`config.mk`:
```
export PLATFORM = sky130hd
export DESIGN_NAME = pointer_delta_decimating_accumulator_unit
export DESIGN_NICKNAME = d
export VERILOG_FILES = /design/src/sv/pdda_pkg.sv /design/src/sv/pdda_front.sv /design/src/sv/pdda_divider.sv /design/src/sv/pdda_back.sv /design/src/sv/pointer_delta_decimating_accumulator_unit.sv
export SDC_FILE = /design/constraint.sdc
export NUM_CORES = 1
export LEC_CHECK = 0
export BUFFER_PORTS_ARGS = -buffer_cell sky130_fd_sc_hd__buf_2
export CAP_MARGIN = 40
export CORE_ASPECT_RATIO = 1.4
export CORE_UTILIZATION = 40
export CTS_BUF_LIST = sky130_fd_sc_hd__clkbuf_2 sky130_fd_sc_hd__clkbuf_4 sky130_fd_sc_hd__clkbuf_8
export DETAILED_ROUTE_END_ITERATION = 8
export HOLD_SLACK_MARGIN = 0.1
export PLACE_DENSITY = 0.64
export SYNTH_ARGS = -nofsm -noshare
export SYNTH_HDL_FRONTEND = slang
export SYNTH_SLANG_ARGS = --single-unit
```
`constraint.sdc`:
```
create_clock -name clk -period 18.2 [get_ports clk]
set_input_delay 5.46 -clock clk [delete_from_list [all_inputs] [get_ports clk]]
set_output_delay 5.46 -clock clk [all_outputs]
set_load 0.03 [all_outputs]
```
`src/sv/pdda_pkg.sv`:
```
package pdda_pkg;

	// default configuration
	localparam int CHANNELS_DEF = 2;
	localparam int SAMPLES_DEF  = 10;

	// opcode values on the input port
	localparam logic [1:0] OPC_APPLY      = 2'd0;
	localparam logic [1:0] OPC_INVALIDATE = 2'd1;
	localparam logic [1:0] OPC_RESET      = 2'd2;
	localparam logic [1:0] OPC_CONSUME    = 2'd3;

	// accumulator limits
	localparam logic signed [15:0] SUM_MAX     = 16'sh7FFF;
	localparam logic signed [15:0] SUM_MIN     = 16'sh8000;
	localparam logic signed [15:0] CNT_MAX     = 16'sh7FFF;
	localparam logic signed [15:0] CNT_INVALID = 16'shFFFF;

	// operation as classified by the front end
	typedef enum logic [2:0] {
		K_NOP,
		K_APPLY,
		K_INVAL,
		K_CLEAR,
		K_CONSUME
	} kind_t;

	typedef struct packed {
		kind_t              kind;
		logic               ch;
		logic signed [15:0] dx;
		logic signed [15:0] dy;
		logic [11:0]        div;
	} cmd_t;

	// back end sequencer
	typedef enum logic [1:0] {
		ST_IDLE,
		ST_MULT,
		ST_DIV
	} state_t;

	// divider request and response
	typedef struct packed {
		logic               start;
		logic signed [15:0] a_x;
		logic signed [15:0] a_y;
	} div_req_t;

	typedef struct packed {
		logic               done;
		logic signed [15:0] q_x;
		logic signed [15:0] q_y;
		logic signed [15:0] r_x;
		logic signed [15:0] r_y;
	} div_rsp_t;

	// signed 16-bit add with saturation
	function automatic logic signed [15:0] sat_add16(input logic signed [15:0] a,
		input logic signed [15:0] b);
		logic [16:0] s;
		s = {a[15], a} + {b[15], b};
		case (s[16:15])
			2'b01:   sat_add16 = SUM_MAX;
			2'b10:   sat_add16 = SUM_MIN;
			default: sat_add16 = s[15:0];
		endcase
	endfunction

endpackage

```
`src/sv/pdda_front.sv`:
```
module pdda_front #(
	parameter int CHANNELS = pdda_pkg::CHANNELS_DEF
) (
	input  logic               clk,
	input  logic               arst_n,
	input  logic               in_valid,
	output logic               in_ready,
	input  logic [1:0]         opcode,
	input  logic               channel,
	input  logic signed [15:0] dx,
	input  logic signed [15:0] dy,
	input  logic [11:0]        divisor,
	output logic               q_valid,
	output pdda_pkg::cmd_t     q_cmd,
	input  logic               q_pop
);

	localparam int QDEPTH = 2;
	localparam int QPTR_W = $clog2(QDEPTH);
	localparam int QCNT_W = $clog2(QDEPTH + 1);

	pdda_pkg::cmd_t    cmd_in;
	pdda_pkg::cmd_t    fifo_q [QDEPTH];
	logic [QPTR_W-1:0] wr_ptr_q;
	logic [QPTR_W-1:0] rd_ptr_q;
	logic [QCNT_W-1:0] count_q;
	logic              wr;
	logic              rd;

	// classify: range check, opcode decode, zero divisor acts as one
	always_comb begin
		cmd_in.ch  = channel;
		cmd_in.dx  = dx;
		cmd_in.dy  = dy;
		cmd_in.div = (divisor == 12'd0) ? 12'd1 : divisor;
		if (int'(channel) >= CHANNELS) begin
			cmd_in.kind = pdda_pkg::K_NOP;
		end else begin
			case (opcode)
				pdda_pkg::OPC_APPLY:      cmd_in.kind = pdda_pkg::K_APPLY;
				pdda_pkg::OPC_INVALIDATE: cmd_in.kind = pdda_pkg::K_INVAL;
				pdda_pkg::OPC_RESET:      cmd_in.kind = pdda_pkg::K_CLEAR;
				pdda_pkg::OPC_CONSUME:    cmd_in.kind = pdda_pkg::K_CONSUME;
				default:                  cmd_in.kind = pdda_pkg::K_NOP;
			endcase
		end
	end

	// command queue toward the back end
	assign in_ready = (count_q != QCNT_W'(QDEPTH));
	assign q_valid  = (count_q != '0);
	assign q_cmd    = fifo_q[rd_ptr_q];
	assign wr       = in_valid && in_ready;
	assign rd       = q_pop && q_valid;

	always_ff @(posedge clk) begin
		if (wr) begin
			fifo_q[wr_ptr_q] <= cmd_in;
		end
	end

	always_ff @(posedge clk or negedge arst_n) begin
		if (!arst_n) begin
			wr_ptr_q <= '0;
			rd_ptr_q <= '0;
			count_q  <= '0;
		end else begin
			if (wr) begin
				wr_ptr_q <= (wr_ptr_q == QPTR_W'(QDEPTH - 1)) ? '0 : wr_ptr_q + 1'b1;
			end
			if (rd) begin
				rd_ptr_q <= (rd_ptr_q == QPTR_W'(QDEPTH - 1)) ? '0 : rd_ptr_q + 1'b1;
			end
			case ({wr, rd})
				2'b10:   count_q <= count_q + 1'b1;
				2'b01:   count_q <= count_q - 1'b1;
				default: count_q <= count_q;
			endcase
		end
	end

endmodule

```
`src/sv/pdda_divider.sv`:
```
module pdda_divider #(
	parameter int D_W = 16
) (
	input  logic               clk,
	input  logic               arst_n,
	input  pdda_pkg::div_req_t req,
	input  logic [D_W-1:0]     dvsr,
	output pdda_pkg::div_rsp_t rsp
);

	localparam int N     = 16;
	localparam int CNT_W = $clog2(N + 1);

	logic [D_W-1:0]    dvsr_q;
	logic [CNT_W-1:0]  cnt_q;
	logic              busy_q;
	logic              done_q;
	logic [15:0]       mag_q [2];
	logic [D_W-1:0]    rem_q [2];
	logic              neg_q [2];
	logic signed [15:0] a_in  [2];
	logic [15:0]       q_out [2];
	logic [15:0]       r_out [2];

	assign a_in[0] = req.a_x;
	assign a_in[1] = req.a_y;

	// sequencing: one quotient bit per cycle on both axes
	always_ff @(posedge clk or negedge arst_n) begin
		if (!arst_n) begin
			busy_q <= 1'b0;
			done_q <= 1'b0;
			cnt_q  <= '0;
		end else begin
			done_q <= 1'b0;
			if (req.start) begin
				busy_q <= 1'b1;
				cnt_q  <= '0;
			end else if (busy_q) begin
				cnt_q <= cnt_q + 1'b1;
				if (cnt_q == CNT_W'(N - 1)) begin
					busy_q <= 1'b0;
					done_q <= 1'b1;
				end
			end
		end
	end

	always_ff @(posedge clk) begin
		if (req.start) begin
			dvsr_q <= dvsr;
		end
	end

	// restoring division lanes on magnitudes
	for (genvar g = 0; g < 2; g++) begin : g_lane
		logic [D_W:0]   trial;
		logic           ge;
		logic [D_W-1:0] rem_n;

		assign trial = {rem_q[g], mag_q[g][15]};
		assign ge    = (trial >= {1'b0, dvsr_q});
		assign rem_n = ge ? D_W'(trial - {1'b0, dvsr_q}) : D_W'(trial);

		always_ff @(posedge clk) begin
			if (req.start) begin
				mag_q[g] <= a_in[g][15] ? 16'(-a_in[g]) : a_in[g];
				rem_q[g] <= '0;
				neg_q[g] <= a_in[g][15];
			end else if (busy_q) begin
				mag_q[g] <= {mag_q[g][14:0], ge};
				rem_q[g] <= rem_n;
			end
		end

		// quotient and remainder take the sign of the dividend
		assign q_out[g] = neg_q[g] ? 16'(-mag_q[g]) : mag_q[g];
		assign r_out[g] = neg_q[g] ? 16'(-16'(rem_q[g])) : 16'(rem_q[g]);
	end

	assign rsp.done = done_q;
	assign rsp.q_x  = q_out[0];
	assign rsp.q_y  = q_out[1];
	assign rsp.r_x  = r_out[0];
	assign rsp.r_y  = r_out[1];

endmodule

```
`src/sv/pdda_back.sv`:
```
module pdda_back #(
	parameter int CHANNELS = pdda_pkg::CHANNELS_DEF,
	parameter int SAMPLES  = pdda_pkg::SAMPLES_DEF
) (
	input  logic               clk,
	input  logic               arst_n,
	input  logic               q_valid,
	input  pdda_pkg::cmd_t     q_cmd,
	output logic               q_pop,
	output logic               out_valid,
	input  logic               out_ready,
	output logic               accepted,
	output logic signed [15:0] out_x,
	output logic signed [15:0] out_y
);

	localparam int CI_W = (CHANNELS > 1) ? $clog2(CHANNELS) : 1;
	localparam int D_W  = 12 + $clog2(SAMPLES);
	localparam logic signed [15:0] SAMPLES_C = 16'(SAMPLES);

	logic signed [15:0] sum_x_q [CHANNELS];
	logic signed [15:0] sum_y_q [CHANNELS];
	logic signed [15:0] cnt_q   [CHANNELS];

	pdda_pkg::state_t   state_q;
	pdda_pkg::state_t   state_d;
	logic [CI_W-1:0]    idx;
	logic [CI_W-1:0]    ch_q;
	logic [D_W-1:0]     d_q;
	logic               out_valid_q;
	logic               accepted_q;
	logic signed [15:0] out_x_q;
	logic signed [15:0] out_y_q;
	logic               out_free;
	logic               consume_ok;
	logic               start_div;
	logic               wb;
	pdda_pkg::div_req_t div_req;
	pdda_pkg::div_rsp_t div_rsp;

	assign idx        = CI_W'(q_cmd.ch);
	assign out_free   = !out_valid_q || out_ready;
	assign consume_ok = (q_cmd.kind == pdda_pkg::K_CONSUME) && (cnt_q[idx] >= SAMPLES_C);

	// sequencer: short ops finish on pop, a ready consume runs the divider
	always_comb begin
		state_d   = state_q;
		q_pop     = 1'b0;
		start_div = 1'b0;
		wb        = 1'b0;
		case (state_q)
			pdda_pkg::ST_IDLE: begin
				if (q_valid && out_free) begin
					q_pop = 1'b1;
					if (consume_ok) begin
						state_d = pdda_pkg::ST_MULT;
					end
				end
			end
			pdda_pkg::ST_MULT: begin
				start_div = 1'b1;
				state_d   = pdda_pkg::ST_DIV;
			end
			pdda_pkg::ST_DIV: begin
				if (div_rsp.done) begin
					wb      = 1'b1;
					state_d = pdda_pkg::ST_IDLE;
				end
			end
			default: state_d = pdda_pkg::ST_IDLE;
		endcase
	end

	always_ff @(posedge clk or negedge arst_n) begin
		if (!arst_n) begin
			state_q <= pdda_pkg::ST_IDLE;
		end else begin
			state_q <= state_d;
		end
	end

	// consume operands: channel and divider product
	always_ff @(posedge clk) begin
		if (q_pop && consume_ok) begin
			ch_q <= idx;
			d_q  <= D_W'(32'(q_cmd.div) * 32'(SAMPLES));
		end
	end

	assign div_req.start = start_div;
	assign div_req.a_x   = sum_x_q[ch_q];
	assign div_req.a_y   = sum_y_q[ch_q];

	pdda_divider #(
		.D_W (D_W)
	) u_div (
		.clk    (clk),
		.arst_n (arst_n),
		.req    (div_req),
		.dvsr   (d_q),
		.rsp    (div_rsp)
	);

	// per-channel accumulator state
	always_ff @(posedge clk or negedge arst_n) begin
		if (!arst_n) begin
			for (int i = 0; i < CHANNELS; i++) begin
				sum_x_q[i] <= '0;
				sum_y_q[i] <= '0;
				cnt_q[i]   <= '0;
			end
		end else if (wb) begin
			sum_x_q[ch_q] <= div_rsp.r_x;
			sum_y_q[ch_q] <= div_rsp.r_y;
			cnt_q[ch_q]   <= '0;
		end else if (q_pop) begin
			case (q_cmd.kind)
				pdda_pkg::K_APPLY: begin
					sum_x_q[idx] <= pdda_pkg::sat_add16(sum_x_q[idx], q_cmd.dx);
					sum_y_q[idx] <= pdda_pkg::sat_add16(sum_y_q[idx], q_cmd.dy);
					if (cnt_q[idx] != pdda_pkg::CNT_MAX) begin
						cnt_q[idx] <= cnt_q[idx] + 16'sd1;
					end
				end
				pdda_pkg::K_INVAL: begin
					cnt_q[idx] <= pdda_pkg::CNT_INVALID;
				end
				pdda_pkg::K_CLEAR: begin
					sum_x_q[idx] <= '0;
					sum_y_q[idx] <= '0;
					cnt_q[idx]   <= '0;
				end
				default: begin
				end
			endcase
		end
	end

	// output register
	always_ff @(posedge clk or negedge arst_n) begin
		if (!arst_n) begin
			out_valid_q <= 1'b0;
		end else if (wb || (q_pop && !consume_ok)) begin
			out_valid_q <= 1'b1;
		end else if (out_ready) begin
			out_valid_q <= 1'b0;
		end
	end

	always_ff @(posedge clk) begin
		if (wb) begin
			accepted_q <= 1'b1;
			out_x_q    <= div_rsp.q_x;
			out_y_q    <= div_rsp.q_y;
		end else if (q_pop && !consume_ok) begin
			accepted_q <= 1'b0;
			out_x_q    <= '0;
			out_y_q    <= '0;
		end
	end

	assign out_valid = out_valid_q;
	assign accepted  = accepted_q;
	assign out_x     = out_x_q;
	assign out_y     = out_y_q;

endmodule

```
`src/sv/pointer_delta_decimating_accumulator_unit.sv`:
```
// channel  direction  handshake             payload
// in       input      in_valid / in_ready   opcode, channel, dx, dy, divisor
// out      output     out_valid / out_ready accepted, out_x, out_y
//
// apply, invalidate, reset and a refused consume finish in the back end on pop.
// a successful consume runs through pop (divider product formed there), load,
// 16 steps of the shared serial divider (one bit per cycle), then write-back.
// a two-entry command queue lets input transfers continue while the back end
// divides or the output register waits; reset clears all sums and counts.
module pointer_delta_decimating_accumulator_unit #(
	parameter int CHANNELS = pdda_pkg::CHANNELS_DEF,
	parameter int SAMPLES  = pdda_pkg::SAMPLES_DEF
) (
	input  logic               clk,
	input  logic               arst_n,
	input  logic               in_valid,
	output logic               in_ready,
	input  logic [1:0]         opcode,
	input  logic               channel,
	input  logic signed [15:0] dx,
	input  logic signed [15:0] dy,
	input  logic [11:0]        divisor,
	output logic               out_valid,
	input  logic               out_ready,
	output logic               accepted,
	output logic signed [15:0] out_x,
	output logic signed [15:0] out_y
);

	logic           q_valid;
	logic           q_pop;
	pdda_pkg::cmd_t q_cmd;

	// front end: classify and queue
	pdda_front #(
		.CHANNELS (CHANNELS)
	) u_front (
		.clk      (clk),
		.arst_n   (arst_n),
		.in_valid (in_valid),
		.in_ready (in_ready),
		.opcode   (opcode),
		.channel  (channel),
		.dx       (dx),
		.dy       (dy),
		.divisor  (divisor),
		.q_valid  (q_valid),
		.q_cmd    (q_cmd),
		.q_pop    (q_pop)
	);

	// back end: accumulate, divide, result register
	pdda_back #(
		.CHANNELS (CHANNELS),
		.SAMPLES  (SAMPLES)
	) u_back (
		.clk       (clk),
		.arst_n    (arst_n),
		.q_valid   (q_valid),
		.q_cmd     (q_cmd),
		.q_pop     (q_pop),
		.out_valid (out_valid),
		.out_ready (out_ready),
		.accepted  (accepted),
		.out_x     (out_x),
		.out_y     (out_y)
	);

	// back end never pops an empty queue
	a_pop_valid: assert property (@(posedge clk) disable iff (!arst_n)
		q_pop |-> q_valid)
		else $error("pop from empty command queue");

	// a command starts only when the output register can take its result
	a_pop_free: assert property (@(posedge clk) disable iff (!arst_n)
		q_pop |-> (!out_valid || out_ready))
		else $error("command started with output register blocked");

	// results without a successful consume carry zero quotients
	a_zero_quot: assert property (@(posedge clk) disable iff (!arst_n)
		(out_valid && !accepted) |-> (out_x == 16'sd0 && out_y == 16'sd0))
		else $error("nonzero quotient on a refused result");

endmodule
```
; Word-level counts from Yosys, hierarchy flattened
; Memories as Yosys holds them, arrays and structs flattened.
; Cells that the tools add are included.
[word_totals]
in_bits = 51
elab_cells = 197
n_memories = 4
ram_bits = 162
regBits = 174
[memory_table]
columns = memory, depth, word_bits, rd, rd_clocked_by_memory_dff, write_ports, line_no
row1 = u_front.fifo_q, 2, 48, 1, 0, 1, pdda_front.sv:23  ; pdda_pkg::cmd_t fifo_q [QDEPTH];
row2 = u_back.u_div.mag_q, 2, 16, 2, 0, 2, pdda_divider.sv:18  ; logic [15:0] mag_q [2];
row3 = u_back.u_div.rem_q, 2, 16, 2, 0, 2, pdda_divider.sv:19  ; logic [D_W-1:0] rem_q [2];
row4 = u_back.u_div.neg_q, 2, 1, 2, 0, 2, pdda_divider.sv:20  ; logic neg_q [2];
[op_classes]
multipliers = 1
mux = 88
n_reduce_logical = 26
addsub = 16
n_bitwise = 13
n_lt_le_gt_ge = 7
eq_ne = 22
[op_table]
columns = operator, n
row1 = two-way mux 16 bit, 38
row2 = two-way mux 32 bit, 7
row3 = bitwise mux 32 bit, 5
row4 = AND 32 bit, 4
row5 = one-hot mux 32 bit (2 select lines), 2
row6 = negator 16 bit, 6
row7 = one-hot mux 32 bit (3 select lines), 1
row8 = inverter 32 bit, 2
row9 = one-hot mux 16 bit (2 select lines), 2
row10 = adder 16 x 16 -> 17 bit, 2
row11 = >= comparator 17 x 16 -> 1 bit, 2
row12 = demux 16 bit (select 1 bit), 2
row13 = bitwise OR 32 bit, 1
row14 = subtractor 16 bit, 2
row15 = two-way mux 1 bit, 22
row16 = "adder 16 x 2 -> 16 bit, second input constant", 1
row17 = ">= comparator 16 x 5 -> 1 bit, second input constant", 1
row18 = "inequality test 16 bit, second input constant", 1
row19 = "multiplier 12 x 3 -> 15 bit, second input constant", 1
row20 = "== test 2 bit, second input constant", 6
row21 = logical NOT 12 bit, 1
row22 = two-way mux 12 bit, 1
row23 = one-hot mux 3 bit (4 select lines), 1
row24 = nonzero test 2 bit, 6
row25 = 28 further kinds, 56

; Longest topological paths before layout
; An unclocked memory read counts as a cell.
[logic_depth]
word_depth = 15
mapped_depth = 28
ltp_nobuf = 20

; Hierarchy
; From an unflattened synthesis, not the netlist that was laid out.
[hier_totals]
cells_unflattened = 2006
hier_area_um2 = 21074.0
[modules_own_cells]
columns = mod, n_inst, area_each_um2, cells_each
row1 = pdda_back, 1, 10223.6, 1063
row2 = pdda_divider, 1, 7026.7, 756
row3 = pdda_front, 1, 3823.7, 187

; Least setup slack after synthesis
; No wires, ideal clock.
[synth_path]
path_kind = input-to-reg
startpoint = input port in_valid
endpoint = memory u_front.fifo_q[0][0] (netlist name), enable pin
path_stages = 2
setup_time_ns = 0.454
n_path_buf = 0
setup_slack_ns = 10.164
t_required_ns = 17.746
t_arrival_ns = 7.582
cell_sequence = nand2_1 nor2_1
[synth_between]
elab_chain_len = 3
[synth_rtl]
columns = element, line_no
row1 = from (decl), pointer_delta_decimating_accumulator_unit.sv:16  ; input logic in_valid,
row2 = logical AND 1 bit, pdda_front.sv:53  ; assign wr = in_valid && in_ready;
row3 = two-way mux 1 bit, pdda_front.sv:57  ; if (wr) begin
row4 = two-way mux 1 bit (implied by the code), pdda_front.sv:58  ; fifo_q[wr_ptr_q] <= cmd_in;
row5 = to (decl), pdda_front.sv:23
; Every way passes these cells.

; Worst setup path in the final report
[layout_path]
startpoint = input port out_ready
endpoint = register u_back.sum_x_q[30] (netlist name)
[layout_between]
elab_chain_len = 6
[layout_rtl]
columns = element, line_no
row1 = from (decl), pointer_delta_decimating_accumulator_unit.sv:24  ; input logic out_ready,
row2 = logical OR 1 bit, pdda_back.sv:42  ; assign out_free = !out_valid_q || out_ready;
row3 = logical AND 1 bit, pdda_back.sv:53  ; if (q_valid && out_free) begin
row4 = two-way mux 1 bit, pdda_back.sv:53
row5 = two-way mux 1 bit, pdda_back.sv:51  ; case (state_q)
row6 = nonzero test 2 bit (no line), -
row7 = AND reduction 2 bit (no line), -
row8 = "to (signal, indexed assignment)", pdda_back.sv:113  ; sum_x_q[ch_q] <= div_rsp.r_x;
row9 = "to (signal, indexed assignment)", pdda_back.sv:119  ; sum_x_q[idx] <= pdda_pkg::sat_add16(sum_x_q[idx], q_cmd.dx);
row10 = to (decl), pdda_back.sv:21  ; logic signed [15:0] sum_x_q [CHANNELS];
; Every way passes these cells.
; A chain may end at the register's enable or synchronous reset.

==> impl_results.md <==
- Synth unique cells: 85
- Synth Flop Type: edfxtp_1
- Fin nets: 2281
- EDFF count, synth: 225
- Drc violations: 12
- Starting DRC count in detailed routing: 1117
- CTS Buffer Depth: 3
- Vias/cell: 5.70
- Pre-CTS setup slack: 10480 ps
- CP max FO: 17
- I/O pin total: 86
- HP Class: flip-flop to flip-flop
- Worst slew pin tran: 878 ps
- Crit path arrival time: 7660 ps
- Clock slew at reported path FFs: 70 ps
- CTS Buf Count: 54
- Final Hold Viols: 0
- Seq cells post-synth: 336
- # setup viols final: 0
- Post-CTS setup buffers: 0
- Remaining global-route overflow: 0
- Register area share after synthesis: 46.6%
- Synth Area in Compound Gates: 17.3%
- DIE HEIGHT: 269 µm
- Die width: 193 µm
- Hold-fix buffers, CTS: 0
- Utilization after layout: 45.8%
- Commonest non-fill, non-tap cells in the layout: nand2_1 (272), edfxtp_1 (225), nor2_1 (167)
- R2r worst-path depth: 22
- PortBufs: 85
- Rows: 97
- RR Endpoint: u_back.sum_x_q[13]
- Initial antenna violation count: 2
- Xor/xnor share of the synthesized area: 6.34%
- DP Wirelength: 41.6 mm
- WL final: 56.3 mm
- Via count: 16033
- Worst setup margin: 11110 ps
- TNS Setup: 0 ps
- Ys Warns: 0
- Synth Area in Simple Gates: 14.1%
- Layout cells sized above 1: 14.4%
- Area Overhead vs Synth: 12.6%
- CTS tree: yes
- Period utilization: 39.0%
- Initial Util: 40.7%
- Mux share of post-synthesis cell area: 5.89%
- Setup crit end kind: flip-flop
- Gpl congestion: 0.940
- Commonest non-fill, non-tap cell in the layout: nand2_1
- Slew margin rel.: 41.1%
- Mapped Avg Cell Area: 9.98 µm²
- Clock root buffer: clkbuf_8
- Vias in the first global route: 15696
- R2R Setup Slk: 12100 ps
- Crit path required time: 18770 ps
- Post-synth top area share: 33.1%
- CTS Sinks: 336
- Drt wl/cell: 20.0 µm
- Post-Syn Instances: 2049
- Synthesized area: 20400 µm²
- Setup crit start kind: input port
- H-tree Lvls: 2
- Failing checks: design-rule violations
- First-pass GRT wire length: 87.8 mm
- Adder-Cell Fraction of Synth Area: 6.61%
- Worst Setup EP: u_back.sum_x_q[30]
- Largest family of logic cells by synthesized area: compound AO/OA/AOI/OAI gates
- ANT nets after route: 0
- CTS resizes: 0
- RSZ-0062 raised after global routing: false
- Final Max Slew Viols: 0
- FF-to-FF Start: u_front.rd_ptr_q
- Fmax: 0.141 GHz
- Clock skew: 25.1 ps
- All-layer global routing usage: 21.8%
- Clock Latency Late Sink: 660 ps
- Drt first pass iters: 8
- Outcome: complete, but fails checks
- Largest area contributor in the netlist: edfxtp_1
- Syn_nets: 2205
- Die ar.: 52000 µm²
- Async set or reset register ratio after synthesis: 32.7%
- Largest net degree at the start of global routing: 65
- Crit Path Class: input port to flip-flop
- Core box area: 50200 µm²
- Worst Setup SP: out_ready
- Top cells by area, synth: edfxtp_1 (33%), dfrtp_1 (13%), ha_1 (6.1%), nand2_1 (5.0%), xnor2_1 (3.4%)
- Post-layout min period: 7090 ps
- Max_cap viols: 0
state kept, by name (all words and copies together), names as in the netlist, 5 cells and up:
signal,count
u_front.fifo_q,96
u_back.cnt_q,32
u_back.sum_x_q,32
u_back.sum_y_q,32
u_back.u_div.mag_q,32
u_back.u_div.rem_q,32
u_back.out_x,16
u_back.out_y,16
u_back.d_q,15
u_back.u_div.dvsr_q,15
u_back.u_div.cnt_q,5
through the flow:
stage	hold WS, ps	instances	instance area [µm²]
after global routing	422	2815	23000
final	414	2815	23000
after floorplan	400	2049	20400
after CTS	411	2814	23000
after detailed placement	405	2712	21700
after global placement	406	2702	21500
layer usage:
metal  global-route usage (%)  part of all wire (%)  vias up  wire length [µm]
met5                        0                     0        -                 0
met4                     10.3                   4.6        0              2590
met3                     3.42                   5.7      132              3200
met2                     36.9                    50      580             27900
met1                     26.6                    40     7651             22500
li1                         -                     -     7670                 -
worst max-delay path: stages:
cell and delay, ps:
buf_2 110, nor2b_1 60, nor4_1 220, buf_4 220
and2_0 330, nor2_1 80, nor2_1 90, buf_4 240
and2_1 470, nand2_1 170, o21ai_0 210
worst min-delay path by stage:
stage | slack, ps | startpoint | depth (start not counted) | endpoint
finish | 410 | u_back.d_q[9] | 0 | u_back.u_div.dvsr_q[9]
detailed placement | 410 | u_back.d_q[3] | 0 | u_back.u_div.dvsr_q[3]
floorplan | 400 | u_back.d_q[10] | 0 | u_back.u_div.dvsr_q[10]
global route | 420 | u_back.d_q[9] | 0 | u_back.u_div.dvsr_q[9]
CTS | 410 | u_back.d_q[9] | 0 | u_back.u_div.dvsr_q[9]
global placement | 410 | u_back.d_q[5] | 0 | u_back.u_div.dvsr_q[5]
cell families (layout without fill, tap and decap cells):
logic type	Yosys count	count (layout)
and+or+nand+nor	646	646
xor gates and xnor gates	148	148
AOI/OAI and AO/OA	538	538
DFF	336	336
adders and majority gates	105	105
other	0	1
buffers and inverters	164	286
muxes	112	112
cells in the mapped netlist, types with 12 or more instances:
master    count
inv_1        60
nor2_1      170
or3_1        12
nor3_1       49
clkbuf_1     84
nor2b_1      21
mux2i_1      55
a22o_1       31
o21a_1       13
a22oi_1      18
o22ai_1      26
o21ai_1      19
edfxtp_1    225
a21oi_1     117
o221ai_1     12
o31ai_1      31
o21ai_0     134
a21o_1       28
mux2_2       56
xnor2_1      80
nand2b_1     19
dfrtp_1     110
ha_1        100
a211oi_1     13
nand3_1      30
xor2_1       68
nand2_1     273
cell type report:
type	instances	area (µm²)
Fill cell	4800	27200
Multi-Input combinational cell	1549	10300
Sequential cell	336	9530
Clock buffer	81	1040
Tap cell	643	805
Timing Repair Buffer	121	786
Clock inverter	21	297
Inverter	63	236
Antenna cell	1	2.50
Power is left out: the tool's default activity adds up to more than one toggle a clock period on the data nets, which glitch-free logic cannot reach.
